--- src/qvr_pkg.sv ---
// shared widths, payload types and divider lane types for the quaternion rotator
`timescale 1ns / 1ps
`default_nettype none
package qvr_pkg;

   localparam int unsigned VEC_W = 32;          // vector component width
   localparam int unsigned QW    = 16;          // quaternion component width
   localparam int unsigned PRW   = 2 * QW;      // product of two quaternion components
   localparam int unsigned NW    = PRW + 1;     // squared norm
   localparam int unsigned MW    = PRW + 2;     // scaled rotation matrix entry
   localparam int unsigned PW    = MW + VEC_W;  // matrix entry times vector component
   localparam int unsigned SW    = PW + 2;      // sum of three products
   localparam int unsigned QB    = VEC_W + 1;   // quotient bits, one per divider cell
   localparam int unsigned LANES = 3;

   typedef struct packed {
      logic signed [QW-1:0]    q_real;
      logic signed [QW-1:0]    q_i;
      logic signed [QW-1:0]    q_j;
      logic signed [QW-1:0]    q_k;
      logic signed [VEC_W-1:0] vec_x;
      logic signed [VEC_W-1:0] vec_y;
      logic signed [VEC_W-1:0] vec_z;
   } qvr_req_type;

   typedef struct packed {
      logic signed [VEC_W-1:0] rot_x;
      logic signed [VEC_W-1:0] rot_y;
      logic signed [VEC_W-1:0] rot_z;
      logic                    zero_norm;
      logic                    saturated;
   } qvr_rsp_type;

   typedef struct packed {
      logic [NW-1:0] rem;
      logic [QB-1:0] dvd;
      logic [QB-1:0] quo;
      logic          neg;
   } qvr_lane_type;

   typedef struct packed {
      logic                     vld;
      logic [NW-1:0]            n;
      qvr_lane_type [LANES-1:0] lane;
   } qvr_div_type;

endpackage
`default_nettype wire

--- src/qvr_div_cell.sv ---
// one restoring-division cell: one quotient bit for each of the three lanes
`timescale 1ns / 1ps
`default_nettype none
module qvr_div_cell (
   input  wire logic                 clock,
   input  wire logic                 reset,
   input  wire logic                 adv,
   input  wire qvr_pkg::qvr_div_type div_in,
   output qvr_pkg::qvr_div_type      div_out
);
   localparam int unsigned NW = qvr_pkg::NW;
   localparam int unsigned QB = qvr_pkg::QB;

   qvr_pkg::qvr_div_type div_ff, nxt;

   always_comb begin
      logic [NW:0] t;
      logic        ge;
      nxt = div_in;
      for (int r = 0; r < qvr_pkg::LANES; r++) begin
         t  = {div_in.lane[r].rem, div_in.lane[r].dvd[QB-1]};
         ge = t >= {1'b0, div_in.n};
         nxt.lane[r].rem = ge ? NW'(t - {1'b0, div_in.n}) : t[NW-1:0];
         nxt.lane[r].dvd = {div_in.lane[r].dvd[QB-2:0], 1'b0};
         nxt.lane[r].quo = {div_in.lane[r].quo[QB-2:0], ge};
      end
   end

   always_ff @(posedge clock) begin
      if (reset) begin
         div_ff.vld <= 1'b0;
      end else if (adv) begin
         div_ff.vld <= nxt.vld;
      end
      if (adv) begin
         div_ff.n    <= nxt.n;
         div_ff.lane <= nxt.lane;
      end
   end

   assign div_out = div_ff;

endmodule
`default_nettype wire

--- config.mk ---
export PLATFORM = sky130hd
export DESIGN_NAME = qvr_div_cell
export DESIGN_NICKNAME = d
export VERILOG_FILES = /design/src/qvr_pkg.sv /design/src/qvr_div_cell.sv
export SDC_FILE = /design/constraint.sdc
export NUM_CORES = 1
export LEC_CHECK = 0
export BUFFER_PORTS_ARGS = -buffer_cell sky130_fd_sc_hd__buf_4
export CORE_AREA = 2 2 261 263
export CTS_CLUSTER_DIAMETER = 100
export DETAILED_ROUTE_END_ITERATION = 8
export DIE_AREA = 0 0 263 265
export PLACE_DENSITY_LB_ADDON = 0.3
export RECOVER_POWER = 100
export SLEW_MARGIN = 20
export SYNTH_ARGS = -nofsm -noshare
export SYNTH_HDL_FRONTEND = slang
export SYNTH_SLANG_ARGS = --single-unit
--- constraint.sdc ---
create_clock -name clock -period 4 [get_ports clock]
set_input_delay 0.2 -clock clock [delete_from_list [all_inputs] [get_ports clock]]
set_output_delay 0.2 -clock clock [all_outputs]
set_load 0.05 [all_outputs]
-- Word level (Yosys, flattened, before mapping)
Index checks and enable logic that the tools add are counted.
- $add $sub $neg: 3
- $mul: 0
- div/mod/pow operators: 0
- magnitude comparators: 3
- equality and inequality tests: 0
- shift operators: 0
- multiplexer cells: 3
- bitwise operators: 0
- reductions and logical operators: 0
- operators by type and width (operator ; number):
    $ge A34 B33 Y1 ; 3
    $mux W33 ; 3
    $sub A33 B33 Y33 ; 3
- flip-flop bits (word level): 331
- latch bits: 0
- memory bits (writable): 0
- memory bits (read-only): 0
- input bits: 337
- output and inout bits: 334
- memories: 0

-- Depth between registers and ports, before layout
- word-level depth: 2
- mapped depth: 14
- gate-level depth less buffers: 13

-- Least setup slack after synthesis
No wires, ideal clock.
- path type: input to register
- start: input port div_in[266] (netlist bit)
- end: register div_ff (netlist bit div_out[295]) (data pin)
- arrival: 2.639 ns
- setup slack: 1.105 ns
- stages on the path: 12
- cell sequence: inv_1 > ha_1 > inv_1 > fa_1 > a211oi_2 > o21ai_1 > a32oi_2 > o211ai_2 > a32o_1 > o2111a_1 > or3_1 > a31o_1
- RTL lines (element ; RTL line ; RTL):
    from (decl) ; qvr_div_cell.sv:8 ; input wire qvr_pkg::qvr_div_type div_in,
    to (decl) ; qvr_div_cell.sv:14 ; qvr_pkg::qvr_div_type div_ff, nxt;

==> impl_metrics.py <==
metrics = {
    "status": {
        "status": "finished with violations",
        "violations": "max-capacitance violations, max-slew violations",
    },
    "setup_path": {
        "path_max_fanout": 7,
        "r2r-start": "div_out[333]",
        "worstPathCellList": "dlygate4sd3_1 > clkbuf_1 > inv_1 > fa_1 > a211oi_1 > o21ai_0 > a41oi_1 > o31a_1 > o211ai_1 > a21o_1 > clkbuf_1 > mux2_1",
        "startpoint_type": "primary input",
        "r2r_setup_slack_ns": 2.80,
        "path_common_cell": "clkbuf_1",
        "cp.arrival_ns": 4.04,
        "critical_path.slowest_cell": "dlygate4sd3_1",
        "cp.required_ns": 4.31,
        "crit_start": "div_in[301]",
        "cp-end-kind": "register",
        "cp_slowest_stage_delay_ns": 0.54,
        "path_class": "primary input to register",
    },
    "sta": {
        "slew_violations": 102,
        "rsz0062_at_grt": "false",
        "hold_viol_final": 0,
        "period_needed_ns": 3.73,
        "finalCritPeriodShare_pct": 93.2,
        "max_slew_margin_pct": -105,
        "worst_pin_slew_ns": 3.07,
        "finalClockSkew_ns": 0,
        "max_freq_mhz": 268,
        "finalSetupViolations": 0,
        "setup-tns-final_ns": 0,
    },
    "logic_synthesis": {
        "seq_area_frac_synth_pct": 58.8,
        "synth_edf_count": 330,
        "yosys-top-cells-area": "edfxtp_1 (59%), ha_1 (7.3%), a21oi_1 (4.4%), nor2_1 (2.8%), xnor2_1 (2.4%)",
        "synthMostInstantiatedCell": "edfxtp_1",
        "synth_top_area_share_pct": 58.7,
        "syn_area_um2": 16900,
        "yosys-top-cells-count": "edfxtp_1 (330), a21oi_1 (150), nor2_1 (127)",
        "yosysUniqueCellTypes": 82,
        "yosys_warnings": 0,
        "synthCells": 1388,
        "yosysTopAreaCell": "edfxtp_1",
        "ys_ff_latch": 331,
        "avgSynthCellArea_um2": 12.2,
        "yosys_most_used_dff": "edfxtp_1",
        "async_flop_share_pct": 0,
    },
    "clock_tree": {
        "clock_path_buffers": 3,
        "cts_tree": "built",
        "holdBufCountCts": 312,
        "htree_levels": 2,
        "postCtsSetupRepairBufs": 0,
        "cts_made_buffers": 42,
        "clk_pin_slew_ns": 0.06,
        "cts_resized": 0,
        "clk_latency_ns": 0.57,
        "cts_root_buf": "clkbuf_16",
        "cts.sinks": 331,
    },
    "drt": {
        "drt_iter0_drc": 1056,
        "ant_nets": 0,
        "route.detailed.drc": 0,
        "via_count": 15568,
        "viasPerCell": 4.71,
        "wl_mm": 80.6,
        "wl_per_cell_um": 24.4,
        "first_pass_iters": 5,
    },
    "global_routing": {
        "grt_pass1_wl_mm": 115,
        "grt_pass1_vias": 16278,
        "grt_antenna_before_repair": 12,
        "grt_use_total_pct": 22.6,
        "grt-ovfl-total": 0,
        "grt_max_degree": 103,
    },
    "power_and_ir_drop": {
        "peakVddDrop_v": 0.000294,
        "cellPowerDensity_nw_per_um2": 452,
        "total_leakage_power_uw": 0.0102,
    },
    "floorplan": {
        "io-pin-count": 671,
        "die-area_um2": 69700,
        "start_util_pct": 25.3,
        "coreArea_um2": 66800,
        "die_x_um": 263,
        "die_h_um": 265,
        "placementRows": 95,
    },
    "final_layout": {
        "nFillCells": 6739,
        "finalNetCount": 2827,
        "design_area_um2": 26000,
        "largest_reg_flops": 331,
        "multi_input_area_um2": 6410,
        "area_growth_pct": 53.7,
        "ff_latch_area_um2": 9930,
        "layout-drive-gt1-share_pct": 16.6,
    },
    "placed_design": {
        "portBuffers": 664,
        "gp_congestion": 0.889,
        "place_area_um2": 23000,
        "hpwl_mm": 64.9,
    },
    "job": {
        "cap_violations": 1,
    },
    "hold_path": {
        "hp-class": "primary input to register",
        "min_from": "div_in[176]",
    },
}
layer usage:
layer	global-route usage [%]	part of all wire, %	vias to the layer above
met2	43.5	53	582
met3	4.45	5.8	126
met5	0	0.034	-
met4	9.27	5.3	4
met1	23.9	36	7546
li1	-	-	7310
power breakdown:
group,leakage [µW],switching (µW),internal [µW]
registers,0.00324,120,4270
logic,0.00635,2600,1040
clock network,0.000643,1580,2110
total,0.0102,4300,7430
cell usage in the layout (no fill, tap or decap), types with 12 or more instances in the layout:
cell type,synthesis,routed
nand2_1,71,72
nand3_1,26,26
mux2_1,13,13
clkbuf_4,0,194
o21bai_1,17,17
a21oi_1,150,150
edfxtp_1,330,330
o21ai_1,17,12
dlygate4sd3_1,0,312
o21a_1,16,16
o211ai_1,10,13
nor3_1,21,21
clkbuf_16,0,43
buf_4,10,116
clkbuf_1,22,378
o21ai_0,54,59
inv_1,68,69
nor2_1,127,127
xnor2_1,47,47
a21o_1,41,41
xor2_1,27,27
ha_1,99,99
nand4_1,20,20
and3_1,13,13
logic make-up (layout without fill, tap and decap cells):
| kind of cell | Yosys count | in the layout | synth area share, % |
|---|---|---|---|
| other | 1 | 14 | 0.0222 |
| AOI/OAI and AO/OA | 404 | 404 | 15.7 |
| xor gates and xnor gates | 74 | 74 | 3.84 |
| buffers and inverters | 116 | 1146 | 2.98 |
| DFF | 331 | 331 | 58.8 |
| muxes | 22 | 22 | 1.44 |
| and+or+nand+nor | 338 | 338 | 9.51 |
| adders and majority gates | 102 | 102 | 7.69 |
area by class of cell:
type | count | area share [%]
sequential | 331 | 38.2
multi-input combinational | 943 | 24.7
antenna | 11 | 0.106
inverter | 70 | 1.01
tap | 873 | 4.21
clock buffer | 52 | 4.27
clock inverter | 24 | 0.790
timing repair buffer | 1000 | 26.7
stage by stage:
step	cells	hold WS (ns)	power [µW]	utilization (%)	setup slack (ns)
5_1_grt	3302	0.0215	12200	38.9	0.194
3_3_place_gp	2905	0.358	8200	34.4	0.626
4_1_cts	3293	0.00930	12200	41.1	0.609
6_report	3304	0.0181	11700	38.9	0.273
3_5_place_dp	2905	0.366	8200	34.4	0.608
2_1_floorplan	1390	0.272	6740	-	1.11
worst max-delay path: cells and delay by family:
kind / cells / cell delay (ns)
AOI/OAI and AO/OA: 6 / 1.84
adders and majority gates: 1 / 0.32
buffers and inverters: 4 / 1.30
muxes: 1 / 0.37
worst paths after layout:
kind,endpoint,cells after the start
hold / removal,div_out[177],3
setup reg to reg,div_out[333],3
hold reg to reg,div_out[333],3
setup / recovery,div_out[95],12
Power figures use the tool's default switching activity.
