$ cat src/qvr_pkg.sv
// shared widths, payload types and divider lane types for the quaternion rotator
`timescale 1ns / 1ps
`default_nettype none
package qvr_pkg;

   localparam int unsigned VEC_W = 32;          // vector component width
   localparam int unsigned QW    = 16;          // quaternion component width
   localparam int unsigned PRW   = 2 * QW;      // product of two quaternion components
   localparam int unsigned NW    = PRW + 1;     // squared norm
   localparam int unsigned MW    = PRW + 2;     // scaled rotation matrix entry
   localparam int unsigned PW    = MW + VEC_W;  // matrix entry times vector component
   localparam int unsigned SW    = PW + 2;      // sum of three products
   localparam int unsigned QB    = VEC_W + 1;   // quotient bits, one per divider cell
   localparam int unsigned LANES = 3;

   typedef struct packed {
      logic signed [QW-1:0]    q_real;
      logic signed [QW-1:0]    q_i;
      logic signed [QW-1:0]    q_j;
      logic signed [QW-1:0]    q_k;
      logic signed [VEC_W-1:0] vec_x;
      logic signed [VEC_W-1:0] vec_y;
      logic signed [VEC_W-1:0] vec_z;
   } qvr_req_type;

   typedef struct packed {
      logic signed [VEC_W-1:0] rot_x;
      logic signed [VEC_W-1:0] rot_y;
      logic signed [VEC_W-1:0] rot_z;
      logic                    zero_norm;
      logic                    saturated;
   } qvr_rsp_type;

   typedef struct packed {
      logic [NW-1:0] rem;
      logic [QB-1:0] dvd;
      logic [QB-1:0] quo;
      logic          neg;
   } qvr_lane_type;

   typedef struct packed {
      logic                     vld;
      logic [NW-1:0]            n;
      qvr_lane_type [LANES-1:0] lane;
   } qvr_div_type;

endpackage
`default_nettype wire

$ cat src/qvr_round.sv
// rounding, saturation and zero-norm handling into the output register
`timescale 1ns / 1ps
`default_nettype none
module qvr_round (
   input  wire logic                 clock,
   input  wire logic                 reset,
   input  wire logic                 adv,
   input  wire qvr_pkg::qvr_div_type div_in,
   output logic                      rsp_valid,
   output qvr_pkg::qvr_rsp_type      rsp_data
);
   localparam int unsigned QB = qvr_pkg::QB;
   localparam int unsigned VW = qvr_pkg::VEC_W;

   logic                 vld_ff;
   qvr_pkg::qvr_rsp_type rsp_ff, rsp_in;

   always_comb begin
      logic [QB:0]        q1;
      logic [QB:0]        bound;
      logic [VW-1:0]      mag;
      logic               inc, sat;
      logic [VW-1:0]      res [3];
      sat = 1'b0;
      for (int r = 0; r < 3; r++) begin
         // round half away from zero on the magnitude
         inc   = {div_in.lane[r].rem, 1'b0} >= {1'b0, div_in.n};
         q1    = {1'b0, div_in.lane[r].quo} + (QB+1)'(inc);
         bound = div_in.lane[r].neg ? (QB+1)'(1) << (VW-1)
                                    : ((QB+1)'(1) << (VW-1)) - (QB+1)'(1);
         if (q1 > bound) begin
            sat = 1'b1;
            mag = bound[VW-1:0];
         end else begin
            mag = q1[VW-1:0];
         end
         res[r] = div_in.lane[r].neg ? -mag : mag;
      end
      if (div_in.n == '0) begin
         rsp_in = '0;
         rsp_in.zero_norm = 1'b1;
      end else begin
         rsp_in.rot_x     = res[0];
         rsp_in.rot_y     = res[1];
         rsp_in.rot_z     = res[2];
         rsp_in.zero_norm = 1'b0;
         rsp_in.saturated = sat;
      end
   end

   always_ff @(posedge clock) begin
      if (reset) begin
         vld_ff <= 1'b0;
      end else if (adv) begin
         vld_ff <= div_in.vld;
      end
   end

   always_ff @(posedge clock) begin
      if (adv) begin
         rsp_ff <= rsp_in;
      end
   end

   assign rsp_valid = vld_ff;
   assign rsp_data  = rsp_ff;

endmodule
`default_nettype wire
$ cat config.mk
export PLATFORM = sky130hd
export DESIGN_NAME = qvr_round
export DESIGN_NICKNAME = d
export VERILOG_FILES = /design/src/qvr_pkg.sv /design/src/qvr_round.sv
export SDC_FILE = /design/constraint.sdc
export NUM_CORES = 1
export LEC_CHECK = 0
export ABC_AREA = 1
export BUFFER_PORTS_ARGS = -buffer_cell sky130_fd_sc_hd__clkbuf_2
export CAP_MARGIN = 25
export CORE_MARGIN = 5
export CORE_UTILIZATION = 59
export CTS_CLUSTER_DIAMETER = 120
export DETAILED_ROUTE_END_ITERATION = 10
export PLACE_DENSITY = 0.95
export SETUP_SLACK_MARGIN = 0.02
export SLEW_MARGIN = 15
export SYNTH_ARGS = -nofsm -noshare
export SYNTH_HDL_FRONTEND = slang
export SYNTH_SLANG_ARGS = --single-unit
$ cat constraint.sdc
create_clock -name clock -period 14.35 [get_ports clock]
set_input_delay 2.87 -clock clock [delete_from_list [all_inputs] [get_ports clock]]
set_output_delay 2.87 -clock clock [all_outputs]
set_load 0.03 [all_outputs]
After elaboration in Yosys (flattened, before gate mapping)
Index checks and enable logic that the tools add are counted. Widths: inputs -> output; s select.

Output and inout port bits: 99. Word-level logic and storage cells: 32. Memories kept: 0. ROM bits: 0. Latch bits: 0. Input port bits: 337. Bits in registers: 99. Memory bits (writable): 0.

Equal/unequal tests: 0. Order comparisons: 6. $add $sub $neg: 6. $mul: 0. Reductions and logical operators: 1. Divide/modulo/power cells: 0. Mux-type cells: 13. Shift-type cells: 0. Bitwise gates (word level): 0.

Operator list (number): $mux 32 (9); $add 33x1->34 (3); $ge 34x33->1 (3); $gt 34x32->1 (3); $neg 32->32 (3); $logic_not 33->1 (1); $mux 1 (3); $mux 2 (1).

Logic depth before layout (Yosys ltp)
Word-level depth: 7. Mapped depth: 47. Depth with buffers taken out: 46.

Worst setup path after synthesis
No wires, ideal clock.

Path type: input port to flip-flop. Start: in div_in[331] in the netlist's numbering. End: reg rsp_ff (netlist bit rsp_data[26]) (data pin). Arrival: 7.636 ns. Path buffers: 1. Stages on the path: 44. Path slack: 6.461 ns. Required time: 14.097 ns. Setup time: 0.253 ns. Cells stage by stage: inv_1 > ha_1 > nand4_1 > inv_1 > nand2_1 > nor4_1 > nand3_1 > o2111ai_1 > ha_1 > nand2_1 > nor2_4 > nand3_2 > nor2_1 > nand4_1 > nor3_1 > nand2_1 > xor2_1 > inv_1 > [... 8 more ...] > nand2_1 > nand2_1 > nand2_1 > nand2_1 > nand2_2 > nand2_4 > buf_2 > a21oi_2 > ha_1 > nand3_2 > nor2_4 > nand2_2 > nand2_4 > nand3_2 > nor2_1 > nand2_1 > nand2_1 > nor2_1.

Word-level cells in the longest chain between the ends: 6. Elaborated cells on any way between the ends: 7. Classes of those cells: 2 x add/sub; 2 x order compare; 2 x mux; 1 x reduce/logical.

Ends and longest elaborated chain: start: declaration (line qvr_round.sv:8) `input wire qvr_pkg::qvr_div_type div_in,`; $ge 34x33->1 (line qvr_round.sv:27) `inc = {div_in.lane[r].rem, 1'b0} >= {1'b0, div_in.n};`; $add 33x1->34 (line qvr_round.sv:28) `q1 = {1'b0, div_in.lane[r].quo} + (QB+1)'(inc);`; $gt 34x32->1 (line qvr_round.sv:31) `if (q1 > bound) begin`; $mux 32 (line qvr_round.sv:31); $neg 32->32 (line qvr_round.sv:37) `res[r] = div_in.lane[r].neg ? -mag : mag;`; $mux 32 (line qvr_round.sv:37); end signal: assignment (line qvr_round.sv:61) `rsp_ff <= rsp_in;`; end: declaration (line qvr_round.sv:16) `qvr_pkg::qvr_rsp_type rsp_ff, rsp_in;`.

Parallel ways exist; a longest one is shown, timed or not. A chain may end at the register's enable or synchronous reset.

Worst setup path after layout
Start: in div_in[332] in the netlist's numbering. End: reg rsp_ff (netlist bit rsp_data[88]) (data pin).

Same word-level chain as after synthesis.

==> results_dict.tcl <==
set metrics [dict create \
    status "finished, final reports clean" \
    cp_slowest_cell "o211ai_1" \
    worst_slack_ns 4.434 \
    avgViaCountPerCell 5.667 \
    reg2reg_to "rsp_valid" \
    worstMarginPinSlew_ns 0.9180 \
    layout-drive-gt1-share 0.1966 \
    critPathLaunch "div_in[332]" \
    clkTransAtPathRegs_ns 0.07 \
    yosys_warnings 0 \
    reg2reg_from "rsp_valid" \
    yosysSeqAreaShare 0.2016 \
    post_cts_hold_buffer_count 0 \
    finalHoldViolCount 0 \
    fin_util 0.6914 \
    post_cts_buffers 0 \
    crit_fanout 45 \
    grt-ovfl-total 0 \
    maxSlewViolCount 0 \
    grt_pass1_vias 15910 \
    synth_nets 2780 \
    netlist-cell-type-count 58 \
    antenna_found_initial 3 \
    netlist_area_um2 14700 \
    cp-end-kind "flip-flop" \
    worstHoldPathCells 2 \
    skew_ns 0 \
    rsz0062_at_grt "no" \
    p_leak_uw 0.009335 \
    reg2regPathDepth 2 \
    clock_latency_ns 0.35 \
    cts_resized 0 \
    finalSetupViolations 0 \
    io_buffers 336 \
    core_um2 24460 \
    die-area_um2 28170 \
    firstDrtPassIters 6 \
    synth-seq-cells 99 \
    critPathMaxStageDelay_ns 0.52 \
    async_reset_ff_frac 0 \
    drc_errors 0 \
    min_period_over_period 0.6910 \
    fin_crit_ns 9.916 \
    pin_count 436 \
    numCtsBuffers 9 \
    min_from "rsp_valid" \
    maxCapViolations 0 \
    die_x_um 167.8 \
    crit_path_frequent_cell "nor2_1" \
    rows 57 \
    power_density_nw_per_um2 68.81 \
    start_util 0.6009 \
    synth-edff-count 98 \
    hold_path.class "flip-flop to flip-flop" \
    cts_buffer_depth 2 \
    grt_pass1_wl_um 76030 \
    cp-start-kind "primary input" \
    synth_flop_cell "edfxtp_1" \
    worstPathRequired_ns 14.46 \
    holdWs_ns 0.5423 \
    cts_sinks 99 \
    area_growth_syn_to_layout_pct 15.07 \
    fmax_mhz 100.8 \
    drt-initial-drc-count 1524 \
    place_hpwl_um 40360 \
    cp_data_arrival_time_ns 10.02 \
    maxSlewHeadroom 0.3873 \
    gp_congestion 0.9745 \
    layout.nets 3091 \
    cts_tree "built" \
    synth.avg_cell_area_um2 6.556 \
    dp_cells 2866 \
    reg2reg_slack_ns 13.74 \
    vias 16350 \
    pre_cts_ws_ns 4.302 \
    routed_wl_um 47760 \
    stdcell_count 2885 \
    wire_per_inst_um 16.55 \
    root_buffer "clkbuf_16" \
    synth_cells 2242 \
    totalNegativeSetupSlack_ns 0 \
    grt_use_total 0.3256 \
    h-tree-depth 3 \
    ir_worst_vdd_mv 0.05854 \
    grt_max_degree 68 \
    hold_end "rsp_valid" \
    critPathKind "primary input to flip-flop" \
    die-height_um 167.8 \
    ant_nets 0 \
]
==> cell families after synthesis <==
| family | share of synthesized area |
|---|---|
| xor+xnor | 0.04767 |
| compound gates | 0.1107 |
| mux | 0.0006810 |
| flops | 0.2016 |
| fa+ha+maj | 0.1711 |
| simple gates | 0.3700 |
| buf+inv | 0.09831 |
==> worst max path at each step <==
stage,to,slack (ns),cells after the start
floorplan,rsp_data[26],6.46,44
global placement,rsp_data[88],4.65,39
detailed placement,rsp_data[88],4.30,39
CTS,rsp_data[88],4.64,39
global route,rsp_data[88],3.78,39
finish,rsp_data[88],4.43,39
==> routing by layer <==
metal / track usage / part of all wire / vias to the layer above
li1: - / - / 8053
met1: 0.3733 / 0.37 / 7350
met2: 0.5725 / 0.48 / 792
met3: 0.08159 / 0.096 / 155
met4: 0.1457 / 0.048 / 0
met5: 0 / 0 / -
==> synthesized netlist by cell type, drive strengths merged, types with 2 or more instances <==
| master | number | area (um^2) |
|---|---|---|
| edfxtp | 98 | 2943 |
| o21ai | 90 | 476.7 |
| a21o | 10 | 75.07 |
| a211oi | 7 | 52.55 |
| a21oi | 128 | 651.9 |
| ha | 201 | 2515 |
| o31ai | 2 | 15.01 |
| o311ai | 2 | 17.52 |
| o211ai | 7 | 52.55 |
| nor3 | 47 | 282.8 |
| o21bai | 4 | 30.03 |
| o221ai | 4 | 35.03 |
| nand3b | 5 | 37.54 |
| nand4 | 61 | 400.4 |
| a31oi | 16 | 100.1 |
| nor4 | 15 | 100.1 |
| xnor2 | 16 | 140.1 |
| and3 | 6 | 37.54 |
| nor2 | 304 | 1246 |
| inv | 318 | 1194 |
| o21a | 5 | 37.54 |
| a21boi | 2 | 15.02 |
| buf | 25 | 183.9 |
| nand3 | 137 | 763.2 |
| clkbuf | 17 | 63.81 |
| xor2 | 64 | 560.5 |
| nand2 | 637 | 2551 |
| o2111ai | 2 | 17.52 |
==> critical path, delay by kind of cell <==
kind | cells | cell delay [ns]
AND/OR/NAND/NOR | 24 | 4.21
AO/OA/AOI/OAI | 3 | 0.89
buffers and inverters | 7 | 0.79
adder cells (fa/ha/maj) | 4 | 1.10
XOR/XNOR | 1 | 0.14
==> stage by stage <==
step,power [uW],area [um^2]
after detailed placement,900.2,16590
after floorplan,732.6,14700
after global routing,1240,16910
final,1164,16910
after global placement,877.2,16590
after CTS,1160,16910
==> placed cells by master (no fill, tap or decap), drive strengths merged, types with 2 or more instances in the layout <==
cell type and n:
ha 201, nand3 137, xor2 64, nor3 47
inv 322, buf 7, nor4 15, nand3b 5
o31ai 2, xnor2 16, clkbuf 345, diode 3
a21o 10, o211ai 7, nand4 61, a21oi 128
o21a 5, nor2 304, a211oi 7, clkinv 2
a31oi 16, o2111ai 2, and3 6, o21ai 90
o221ai 4, o21bai 4, edfxtp 98, a21boi 2
o311ai 2, nand2 637
==> sequential cells by signal (all words and copies together) (netlist names) <==
| register | flops |
|---|---|
| rsp_valid | 1 |
| rsp_data | 98 |
==> power by group <==
part	leakage, uW	switching, uW	internal [uW]
combinational	0.00820	363	170
clock	0.000157	116	144
sequential	0.000978	12.8	359
total	0.00934	491	672
==> cell type report <==
type / count / area [um^2]
inverter: 319 / 1197
fill: 2169 / 7548
clock inverter: 6 / 75.07
multi-input combinational: 1782 / 10300
clock buffer: 10 / 239.0
antenna: 3 / 7.507
timing repair buffer: 342 / 1729
sequential: 99 / 2963
tap: 324 / 405.4
Power figures use the tool's default switching activity.
